File: config.mk
export PLATFORM = sky130hd
export DESIGN_NAME = tcp_rx_parse_checksum_verify
export DESIGN_NICKNAME = d
export VERILOG_FILES = /design/src/hw/rtl/tcprx_pkg.sv /design/src/hw/rtl/tcprx_core.sv /design/src/hw/rtl/tcp_rx_parse_checksum_verify.sv
export SDC_FILE = /design/constraint.sdc
export NUM_CORES = 1
export LEC_CHECK = 0
export ABC_AREA = 1
export CAP_MARGIN = 10
export CORE_AREA = 2 2 207 209
export DETAILED_ROUTE_END_ITERATION = 16
export DIE_AREA = 0 0 209 211
export DONT_BUFFER_PORTS = 1
export MAX_ROUTING_LAYER = met4
export PLACE_DENSITY_LB_ADDON = 0.05
export REMOVE_ABC_BUFFERS = 1
export SLEW_MARGIN = 20
export SYNTH_ARGS = -nofsm -noshare
export SYNTH_HDL_FRONTEND = slang
export SYNTH_SLANG_ARGS = --single-unit
export TNS_END_PERCENT = 30
File: constraint.sdc
create_clock -name clk_i -period 10.2 [get_ports clk_i]
set_input_delay 2.04 -clock clk_i [delete_from_list [all_inputs] [get_ports clk_i]]
set_output_delay 2.04 -clock clk_i [all_outputs]
set_load 0.03 [all_outputs]
File: src/hw/rtl/tcprx_pkg.sv
`timescale 1ns / 1ps

package tcprx_pkg;

  localparam int unsigned HdrLen     = 20;
  localparam int unsigned HdrIdxW    = 5;
  // byte pair holding the checksum field (bytes 16 and 17)
  localparam logic [14:0] ChkPairIdx = 15'd8;
  localparam logic [3:0]  MinOffset  = 4'd5;

  typedef enum logic [1:0] {
    StatusOk       = 2'd0,
    StatusShort    = 2'd1,
    StatusMismatch = 2'd2
  } status_e;

  typedef struct packed {
    logic [7:0]  data_byte;
    logic        first_byte;
    logic        last_byte;
    logic [31:0] source_address;
    logic [31:0] dest_address;
    logic [7:0]  protocol;
    logic [15:0] segment_length;
  } in_beat_t;

  typedef struct packed {
    status_e     status;
    logic [15:0] source_port;
    logic [15:0] dest_port;
    logic [31:0] sequence_number;
    logic [31:0] ack_number;
    logic [3:0]  data_offset;
    logic [7:0]  flag_bits;
    logic [15:0] window_size;
    logic [15:0] urgent_pointer;
    logic [15:0] received_checksum;
    logic [15:0] computed_checksum;
    logic [5:0]  options_length;
  } out_beat_t;

  // end-around carry of a 17-bit sum; one pass always clears the carry
  function automatic logic [15:0] fold17(logic [16:0] v);
    return v[15:0] + 16'(v[16]);
  endfunction

  function automatic logic [15:0] pseudo_sum(logic [31:0] sa, logic [31:0] da,
                                             logic [7:0] proto, logic [15:0] len);
    logic [18:0] s;
    logic [16:0] t;
    s = 19'(sa[31:16]) + 19'(sa[15:0]) + 19'(da[31:16]) + 19'(da[15:0])
      + 19'(proto) + 19'(len);
    t = 17'(s[15:0]) + 17'(s[18:16]);
    return fold17(t);
  endfunction

endpackage

File: src/hw/rtl/tcprx_core.sv
`timescale 1ns / 1ps

module tcprx_core (
  input  logic                 clk_i,
  input  logic                 rst_ni,
  input  logic                 en_i,
  input  tcprx_pkg::in_beat_t  beat_i,
  input  logic [15:0]          pseudo_i,
  output logic                 last_o,
  output tcprx_pkg::out_beat_t res_o
);

  logic [15:0] count_q, count_d;
  logic [15:0] sum_q, sum_d;
  logic [7:0]  hold_q, hold_d;
  logic [7:0]  hdr_q [tcprx_pkg::HdrLen];
  logic [7:0]  hdr   [tcprx_pkg::HdrLen];

  logic [15:0] idx, cnt, sum_base, sum1, sum_fin, comp, rx;
  logic [3:0]  off;
  logic        odd, in_hdr;

  assign idx      = beat_i.first_byte ? 16'd0 : count_q;
  assign sum_base = beat_i.first_byte ? pseudo_i : sum_q;
  assign odd      = idx[0];
  assign cnt      = idx + 16'd1;
  assign in_hdr   = idx < 16'(tcprx_pkg::HdrLen);
  assign last_o   = beat_i.last_byte;

  always_comb begin
    sum1 = sum_base;
    if (odd && idx[15:1] != tcprx_pkg::ChkPairIdx) begin
      sum1 = tcprx_pkg::fold17(17'(sum_base) + 17'({hold_q, beat_i.data_byte}));
    end
    // odd-length segment: trailing byte padded with a zero low byte
    sum_fin = sum1;
    if (!odd && idx[15:1] != tcprx_pkg::ChkPairIdx) begin
      sum_fin = tcprx_pkg::fold17(17'(sum1) + 17'({beat_i.data_byte, 8'h00}));
    end
    comp = ~sum_fin;
  end

  // header view including the byte going by now
  always_comb begin
    for (int k = 0; k < tcprx_pkg::HdrLen; k++) begin
      hdr[k] = (in_hdr && idx[tcprx_pkg::HdrIdxW-1:0] == tcprx_pkg::HdrIdxW'(k))
               ? beat_i.data_byte : hdr_q[k];
    end
  end

  assign off = hdr[12][7:4];
  assign rx  = {hdr[16], hdr[17]};

  always_comb begin
    res_o = '0;
    res_o.computed_checksum = comp;
    if (cnt < 16'(tcprx_pkg::HdrLen)) begin
      res_o.status = tcprx_pkg::StatusShort;
    end else begin
      res_o.source_port       = {hdr[0], hdr[1]};
      res_o.dest_port         = {hdr[2], hdr[3]};
      res_o.sequence_number   = {hdr[4], hdr[5], hdr[6], hdr[7]};
      res_o.ack_number        = {hdr[8], hdr[9], hdr[10], hdr[11]};
      res_o.data_offset       = off;
      res_o.flag_bits         = hdr[13];
      res_o.window_size       = {hdr[14], hdr[15]};
      res_o.urgent_pointer    = {hdr[18], hdr[19]};
      res_o.received_checksum = rx;
      res_o.options_length    = (off > tcprx_pkg::MinOffset)
                                ? ({off, 2'b00} - 6'(tcprx_pkg::HdrLen)) : 6'd0;
      if (16'({off, 2'b00}) > cnt) begin
        res_o.status = tcprx_pkg::StatusShort;
      end else if (rx != comp) begin
        res_o.status = tcprx_pkg::StatusMismatch;
      end else begin
        res_o.status = tcprx_pkg::StatusOk;
      end
    end
  end

  always_comb begin
    count_d = count_q;
    sum_d   = sum_q;
    hold_d  = hold_q;
    if (en_i) begin
      if (beat_i.last_byte) begin
        count_d = '0;
        sum_d   = '0;
        hold_d  = '0;
      end else begin
        count_d = cnt;
        sum_d   = sum1;
        hold_d  = odd ? hold_q : beat_i.data_byte;
      end
    end
  end

  always_ff @(posedge clk_i or negedge rst_ni) begin
    if (!rst_ni) begin
      count_q <= '0;
      sum_q   <= '0;
      hold_q  <= '0;
    end else begin
      count_q <= count_d;
      sum_q   <= sum_d;
      hold_q  <= hold_d;
    end
  end

  always_ff @(posedge clk_i) begin
    if (en_i && in_hdr) begin
      hdr_q[idx[tcprx_pkg::HdrIdxW-1:0]] <= beat_i.data_byte;
    end
  end

endmodule

File: src/hw/rtl/tcp_rx_parse_checksum_verify.sv
`timescale 1ns / 1ps

// Channel   Valid        Ready        Payload
// in        in_valid_i   in_ready_o   in_data_i  (one segment byte per beat)
// out       out_valid_o  out_ready_i  out_data_o (one result per last byte)
//
// One byte per cycle sustained while no result waits on out_ready_i; out_valid_o
// rises once the last byte has gone through the input register, then the
// parse/checksum logic into the result register. Reset clears the byte count,
// running sum and valid flags. A result held by out_ready_i low stalls the
// input register, and in_ready_o drops once that register is full.

module tcp_rx_parse_checksum_verify (
  input  logic                 clk_i,
  input  logic                 rst_ni,
  input  logic                 in_valid_i,
  output logic                 in_ready_o,
  input  tcprx_pkg::in_beat_t  in_data_i,
  output logic                 out_valid_o,
  input  logic                 out_ready_i,
  output tcprx_pkg::out_beat_t out_data_o
);

  logic                 s1_valid_q, s1_valid_d;
  tcprx_pkg::in_beat_t  s1_beat_q;
  logic [15:0]          pseudo_q;
  logic                 out_valid_q, out_valid_d;
  tcprx_pkg::out_beat_t out_q;
  tcprx_pkg::out_beat_t res;
  logic                 res_last;
  logic                 s2_ready, fire1, accept;

  assign s2_ready   = !out_valid_q || out_ready_i;
  assign fire1      = s1_valid_q && s2_ready;
  assign in_ready_o = !s1_valid_q || s2_ready;
  assign accept     = in_valid_i && in_ready_o;

  tcprx_core u_core (
    .clk_i   (clk_i),
    .rst_ni  (rst_ni),
    .en_i    (fire1),
    .beat_i  (s1_beat_q),
    .pseudo_i(pseudo_q),
    .last_o  (res_last),
    .res_o   (res)
  );

  always_comb begin
    s1_valid_d = s1_valid_q;
    if (accept) begin
      s1_valid_d = 1'b1;
    end else if (fire1) begin
      s1_valid_d = 1'b0;
    end
    out_valid_d = out_valid_q;
    if (fire1) begin
      out_valid_d = res_last;
    end else if (out_ready_i) begin
      out_valid_d = 1'b0;
    end
  end

  always_ff @(posedge clk_i or negedge rst_ni) begin
    if (!rst_ni) begin
      s1_valid_q  <= 1'b0;
      out_valid_q <= 1'b0;
    end else begin
      s1_valid_q  <= s1_valid_d;
      out_valid_q <= out_valid_d;
    end
  end

  always_ff @(posedge clk_i) begin
    if (accept) begin
      s1_beat_q <= in_data_i;
      pseudo_q  <= tcprx_pkg::pseudo_sum(in_data_i.source_address,
                                         in_data_i.dest_address,
                                         in_data_i.protocol,
                                         in_data_i.segment_length);
    end
    if (fire1 && res_last) begin
      out_q <= res;
    end
  end

  assign out_valid_o = out_valid_q;
  assign out_data_o  = out_q;

endmodule

After elaboration in Yosys (flattened, before gate mapping)
Memory sizes are Yosys's and may differ from the RTL's. A register that Yosys moved wholly into a read port is not among the register bits.
Index checks and enable logic that the tools add are counted.
- flip-flop bits (word level): 112
- memory bits (writable): 160
- word-level logic and storage cells: 77
- memories: 1
- memories (memory ; depth ; width ; rd ports ; clocked after memory_dff ; write ports ; RTL line ; text):
    u_core.hdr_q ; 20 ; 8 ; 20 ; 17 ; 1 ; tcprx_core.sv:16 ; logic [7:0] hdr_q [tcprx_pkg::HdrLen];
- $add $sub $neg: 13
- magnitude comparators: 4
- equality and inequality tests: 6
- muxes and demuxes: 18
- bitwise logic cells: 2
- reductions and logical operators: 19
- operators by type and width (kind ; number):
    $mux W16 ; 6
    $add A16 B16 Y17 ; 3
    $add A16 B1 Y16 ; 3
    $mux W8 ; 5
    $lt A16 B5 Y1 const B ; 2
    $add A18 B16 Y19 ; 1
    $add A19 B16 Y19 ; 1
    $add A19 B8 Y19 ; 1
    $add A17 B16 Y18 ; 1
    $add A16 B3 Y17 ; 1
    $add A16 B1 Y16 const B ; 1
    $gt A6 B16 Y1 ; 1
    $ne A16 B16 Y1 ; 1
    $not A16 Y16 ; 1
    $ne A15 B4 Y1 const B ; 1
    $eq A5 B5 Y1 const B ; 2
    $logic_and A1 B1 Y1 ; 9
    $mux W1 ; 6
    $sub A6 B5 Y6 const B ; 1
    $eq A5 B4 Y1 const B ; 1
    $gt A4 B3 Y1 const B ; 1
    $reduce_bool A2 Y1 ; 2
    $reduce_or A2 Y1 ; 2
    $logic_not A1 Y1 ; 3
    other kinds (5) ; 6

Depth between registers and ports, before layout
- depth in word-level cells: 10
- depth in mapped cells: 54
- mapped depth without buffers: 52

By module
From an unflattened synthesis, not the netlist that was laid out.
- cells, all modules: 2660
- area total of the unflattened synthesis: 25595.8 um2
- modules (own cells, without submodules) (module ; times used ; cells each ; area an instance (um2) ; seq. area each (um2)):
    tcprx_core ; 1 ; 1817 ; 13183.9 ; 5685.5
    tcp_rx_parse_checksum_verify ; 1 ; 843 ; 12411.9 ; 8878.5

Worst setup path before layout
OpenSTA, ideal clock, no wires.
- path type: input-to-reg
- start point: input port out_ready_i
- end point: register out_data_o[100] (netlist name)
- setup time: 720 ps
- arrival time: 9919 ps
- slack: -438 ps
- cell stages on the path: 5
- cells stage by stage: inv_1 nand2_1 nand2_1 clkbuf_1 nor2_1
- word-level cells in the longest chain between the ends: 3
- RTL lines (what ; RTL line ; text):
    start: declaration ; tcp_rx_parse_checksum_verify.sv:20 ; input logic out_ready_i,
    $logic_or A1 B1 Y1 ; tcp_rx_parse_checksum_verify.sv:33 ; assign s2_ready = !out_valid_q || out_ready_i;
    $logic_and A1 B1 Y1 ; tcp_rx_parse_checksum_verify.sv:34 ; assign fire1 = s1_valid_q && s2_ready;
    $logic_and A1 B1 Y1 ; tcp_rx_parse_checksum_verify.sv:81 ; if (fire1 && res_last) begin
No other way between the ends.
A chain may end at the register's enable or synchronous reset.

Worst setup path in the final report
- start point: input port in_data_i[2] (netlist name)
- end point: register pseudo_q[14] (data pin)
- word-level cells in the longest chain between the ends: 3
- RTL lines (what ; RTL line ; text):
    start: declaration ; tcp_rx_parse_checksum_verify.sv:18 ; input tcprx_pkg::in_beat_t in_data_i,
    $add A19 B16 Y19 ; tcprx_pkg.sv:52 ; + 19'(proto) + 19'(len);
    $add A16 B3 Y17 ; tcprx_pkg.sv:53 ; t = 17'(s[15:0]) + 17'(s[18:16]);
    $add A16 B1 Y16 ; tcprx_pkg.sv:44 ; return v[15:0] + 16'(v[16]);
    end signal: assignment ; tcp_rx_parse_checksum_verify.sv:76 ; pseudo_q <= tcprx_pkg::pseudo_sum(in_data_i.source_address,
    end: declaration ; tcp_rx_parse_checksum_verify.sv:26 ; logic [15:0] pseudo_q;
No other way between the ends.

==> results.py <==
metrics = {
    "status": {
        "outcome": "complete, no violations",
    },
    "synthesis": {
        "yosys_warnings": 0,
        "synth.distinct_cells": 53,
        "synth_common_cells": "nand2_1 (509), edfxtp_1 (360), inv_1 (257), nand3_1 (109), inv_2 (104)",
        "synth_edf_count": 360,
        "syn_area_per_cell_um2": 10.4,
        "async_flop_share_pct": 10.4,
        "yosys.cell_count.top_type": "nand2_1",
        "synth-seq-cells": 402,
        "synth_top_area_cell": "edfxtp_1",
        "synth_top_area_share_pct": 52.1,
        "syn_inst": 1990,
        "synthFlopType": "edfxtp_1",
        "synth_area_leaders": "edfxtp_1 (52%), nand2_1 (9.2%), fa_1 (5.7%), dfrtp_1 (5.1%), inv_1 (4.6%)",
        "seq_area_frac_synth_pct": 57.1,
        "syn_area_mm2": 0.0208,
    },
    "clock_tree": {
        "cts_buffers": 43,
        "root_buffer": "clkbuf_16",
        "ctsHoldBuffers": 0,
        "clk_latency_ps": 570,
        "ctsResizeCount": 0,
        "cts_setup_buffers": 0,
        "cts.htree.levels": 2,
        "clk_path_buf_depth": 3,
        "cts_tree": "yes",
        "cts_sinks": 402,
        "clkSlewWorstSetupHoldPaths_ps": 60,
    },
    "timing": {
        "tightest_slew_ps": 1040,
        "skew_ps": 24.7,
        "fin_ws_ps": 1160,
        "final.min_clock_period_ps": 9040,
        "finalHoldViolCount": 0,
        "slew_viol_final": 0,
        "post-route-period-util_pct": 88.6,
        "fin_tns_setup_ps": 0,
        "slew_headroom_pct": 30.4,
        "setup_viol": 0,
        "hold_slack_ps": 483,
        "fmax_mhz": 111,
        "grt_setup_unrepaired": "no",
    },
    "route": {
        "via_per_inst": 5.17,
        "wl_per_cell_um": 18.7,
        "drc": 0,
        "drt_iter0_drc": 933,
        "wirelength_um": 48400,
        "ant_nets": 0,
        "vias": 13400,
        "drtPass1Iterations": 6,
    },
    "finish": {
        "drive_gt1_share_pct": 12.0,
        "finish.utilization_pct": 54.0,
        "layout.cells.non_filler": 2583,
        "area_growth_pct": 8.71,
        "post-route-cell-area_mm2": 0.0226,
        "nets": 2243,
    },
    "floorplan": {
        "dieArea_mm2": 0.0441,
        "ios": 284,
        "rows": 75,
        "die_y_um": 211,
        "die_w_um": 209,
        "start_util_pct": 49.7,
        "core_mm2": 0.0418,
    },
    "power": {
        "combPwrFrac_pct": 34.1,
        "switching_share_pct": 36.9,
        "power_mw": 5.49,
        "ir_worst_vdd_v": 0.000134,
        "power_density_mw_per_mm2": 243,
        "power.internal_mw": 3.46,
        "leakage_nw": 10.1,
        "clkPwrFrac_pct": 27.0,
        "seqPwrFrac_pct": 38.9,
        "switchingPower_mw": 2.03,
    },
    "place": {
        "place_area_mm2": 0.0212,
        "hpwl_um": 34200,
        "gp_congestion": 0.914,
        "dp.cells": 2507,
        "post-place-ws_ps": 614,
        "io_buffers": 0,
    },
    "critical_path": {
        "crit_type": "input pin to flip-flop",
        "crit_top_cell": "nand2_1",
        "start_kind": "input pin",
        "critPathArrivalTime_ps": 9360,
        "cpPeakStageDelay_ps": 520,
        "crit_path_end_kind": "flip-flop",
        "rrSetupSlack_ps": 1810,
        "crit_path_top_delay_cell": "fa_1",
        "worst-path-max-fanout": 3,
        "crit_required_ps": 10520,
    },
    "hold_path": {
        "hp-class": "flip-flop to flip-flop",
    },
    "global_route": {
        "grt_max_degree": 88,
        "grt-ovfl-total": 0,
        "grt_pass1_wl_um": 75200,
        "gr-usage-all-layers_pct": 23.1,
        "grt_pass1_vias": 13300,
        "antenna_found_initial": 1,
    },
    "flow_run": {
        "maxCapViolations": 0,
    },
}
## final cells by class
| class | instances | area (um^2) |
|---|---|---|
| fill | 3642 | 19200 |
| antenna | 1 | 2.50 |
| inverter | 364 | 1370 |
| clock buffer | 51 | 1110 |
| sequential | 402 | 11900 |
| clock inverter | 24 | 215 |
| timing repair buffer | 15 | 113 |
| multi-input combinational | 1187 | 7220 |
| tap | 539 | 674 |
## per-layer routing
metal	global-route usage, %	vias to the layer above	wire [um]
met4	7.98	0	1350
met2	38.9	331	24000
li1	-	6537	-
met3	2.57	81	1780
met1	29.2	6410	21300
met5	-	-	0
## state kept, by name (all words and copies together) (netlist names), 8 cells and up
register / count
u_core.hold_q: 8
u_core.count_q: 16
u_core.sum_q: 16
u_core.hdr_q: 156
s1_beat_q: 10
pseudo_q: 16
out_data_o: 178
## critical path, delay by kind of cell
kind	cells	cell delay [ps]
AO/OA/AOI/OAI	3	550
adder cells (fa/ha/maj)	9	3100
buffers and inverters	4	250
XOR/XNOR	2	320
AND/OR/NAND/NOR	26	3090
## kinds of logic after synthesis
kind of cell,synth area share [%]
and+or+nand+nor,17.9
DFF,57.1
buffers and inverters,8.13
AOI/OAI and AO/OA,4.75
adders and majority gates,9.85
xor gates and xnor gates,2.07
muxes,0.0964
other,0.0181
## path summary, 6_finish.rpt
| check | endpoint | start | cells past startpoint |
|---|---|---|---|
| worst max-delay path | pseudo_q[14]$_DFFE_PP_ | in_data_i[2] | 44 |
| worst min-delay path | u_core.sum_q[4]$_DFFE_PN0P_ | u_core.sum_q[4]$_DFFE_PN0P_ | 2 |
| worst max register to register | out_data_o[179]$_SDFFCE_PP0P_ | s1_beat_q[89]$_DFFE_PP_ | 48 |
| worst min register to register | u_core.sum_q[4]$_DFFE_PN0P_ | u_core.sum_q[4]$_DFFE_PN0P_ | 2 |
| max in group asynchronous | u_core.count_q[4]$_DFFE_PN0P_ | rst_ni | 0 |
| min in group asynchronous | u_core.sum_q[14]$_DFFE_PN0P_ | rst_ni | 0 |
## power groups by stage
stage          combinational, mW  sequential (mW)  clock (mW)
2_1_floorplan               1.41             2.16           0
3_3_place_gp                1.85             2.17           0
3_5_place_dp                1.87             2.17           0
4_1_cts                     1.88             2.14        1.52
5_1_grt                     2.16             2.15        1.57
6_report                    1.87             2.14        1.48
## cell usage in the layout (no fill, tap or decap), types with 4 or more instances in the layout
| cell type | instances |
|---|---|
| o21bai_1 | 7 |
| nor2_4 | 4 |
| nand2_2 | 5 |
| nand4_1 | 25 |
| nor3_1 | 9 |
| nand3_1 | 109 |
| dfrtp_1 | 42 |
| nand2_4 | 15 |
| edfxtp_1 | 360 |
| o21ai_1 | 4 |
| nor2_2 | 9 |
| or2_2 | 16 |
| nand2_1 | 509 |
| inv_1 | 257 |
| o21ai_2 | 4 |
| nand3b_1 | 11 |
| buf_4 | 15 |
| o211ai_1 | 9 |
| nand3_2 | 5 |
| xor2_1 | 37 |
| clkinv_1 | 12 |
| clkbuf_1 | 8 |
| a21oi_1 | 41 |
| xnor2_1 | 12 |
| nor2_1 | 101 |
| fa_1 | 59 |
| clkbuf_16 | 43 |
| o22ai_1 | 20 |
| ha_1 | 69 |
| o21ai_0 | 79 |
| inv_2 | 104 |
Power figures use the tool's default switching activity.
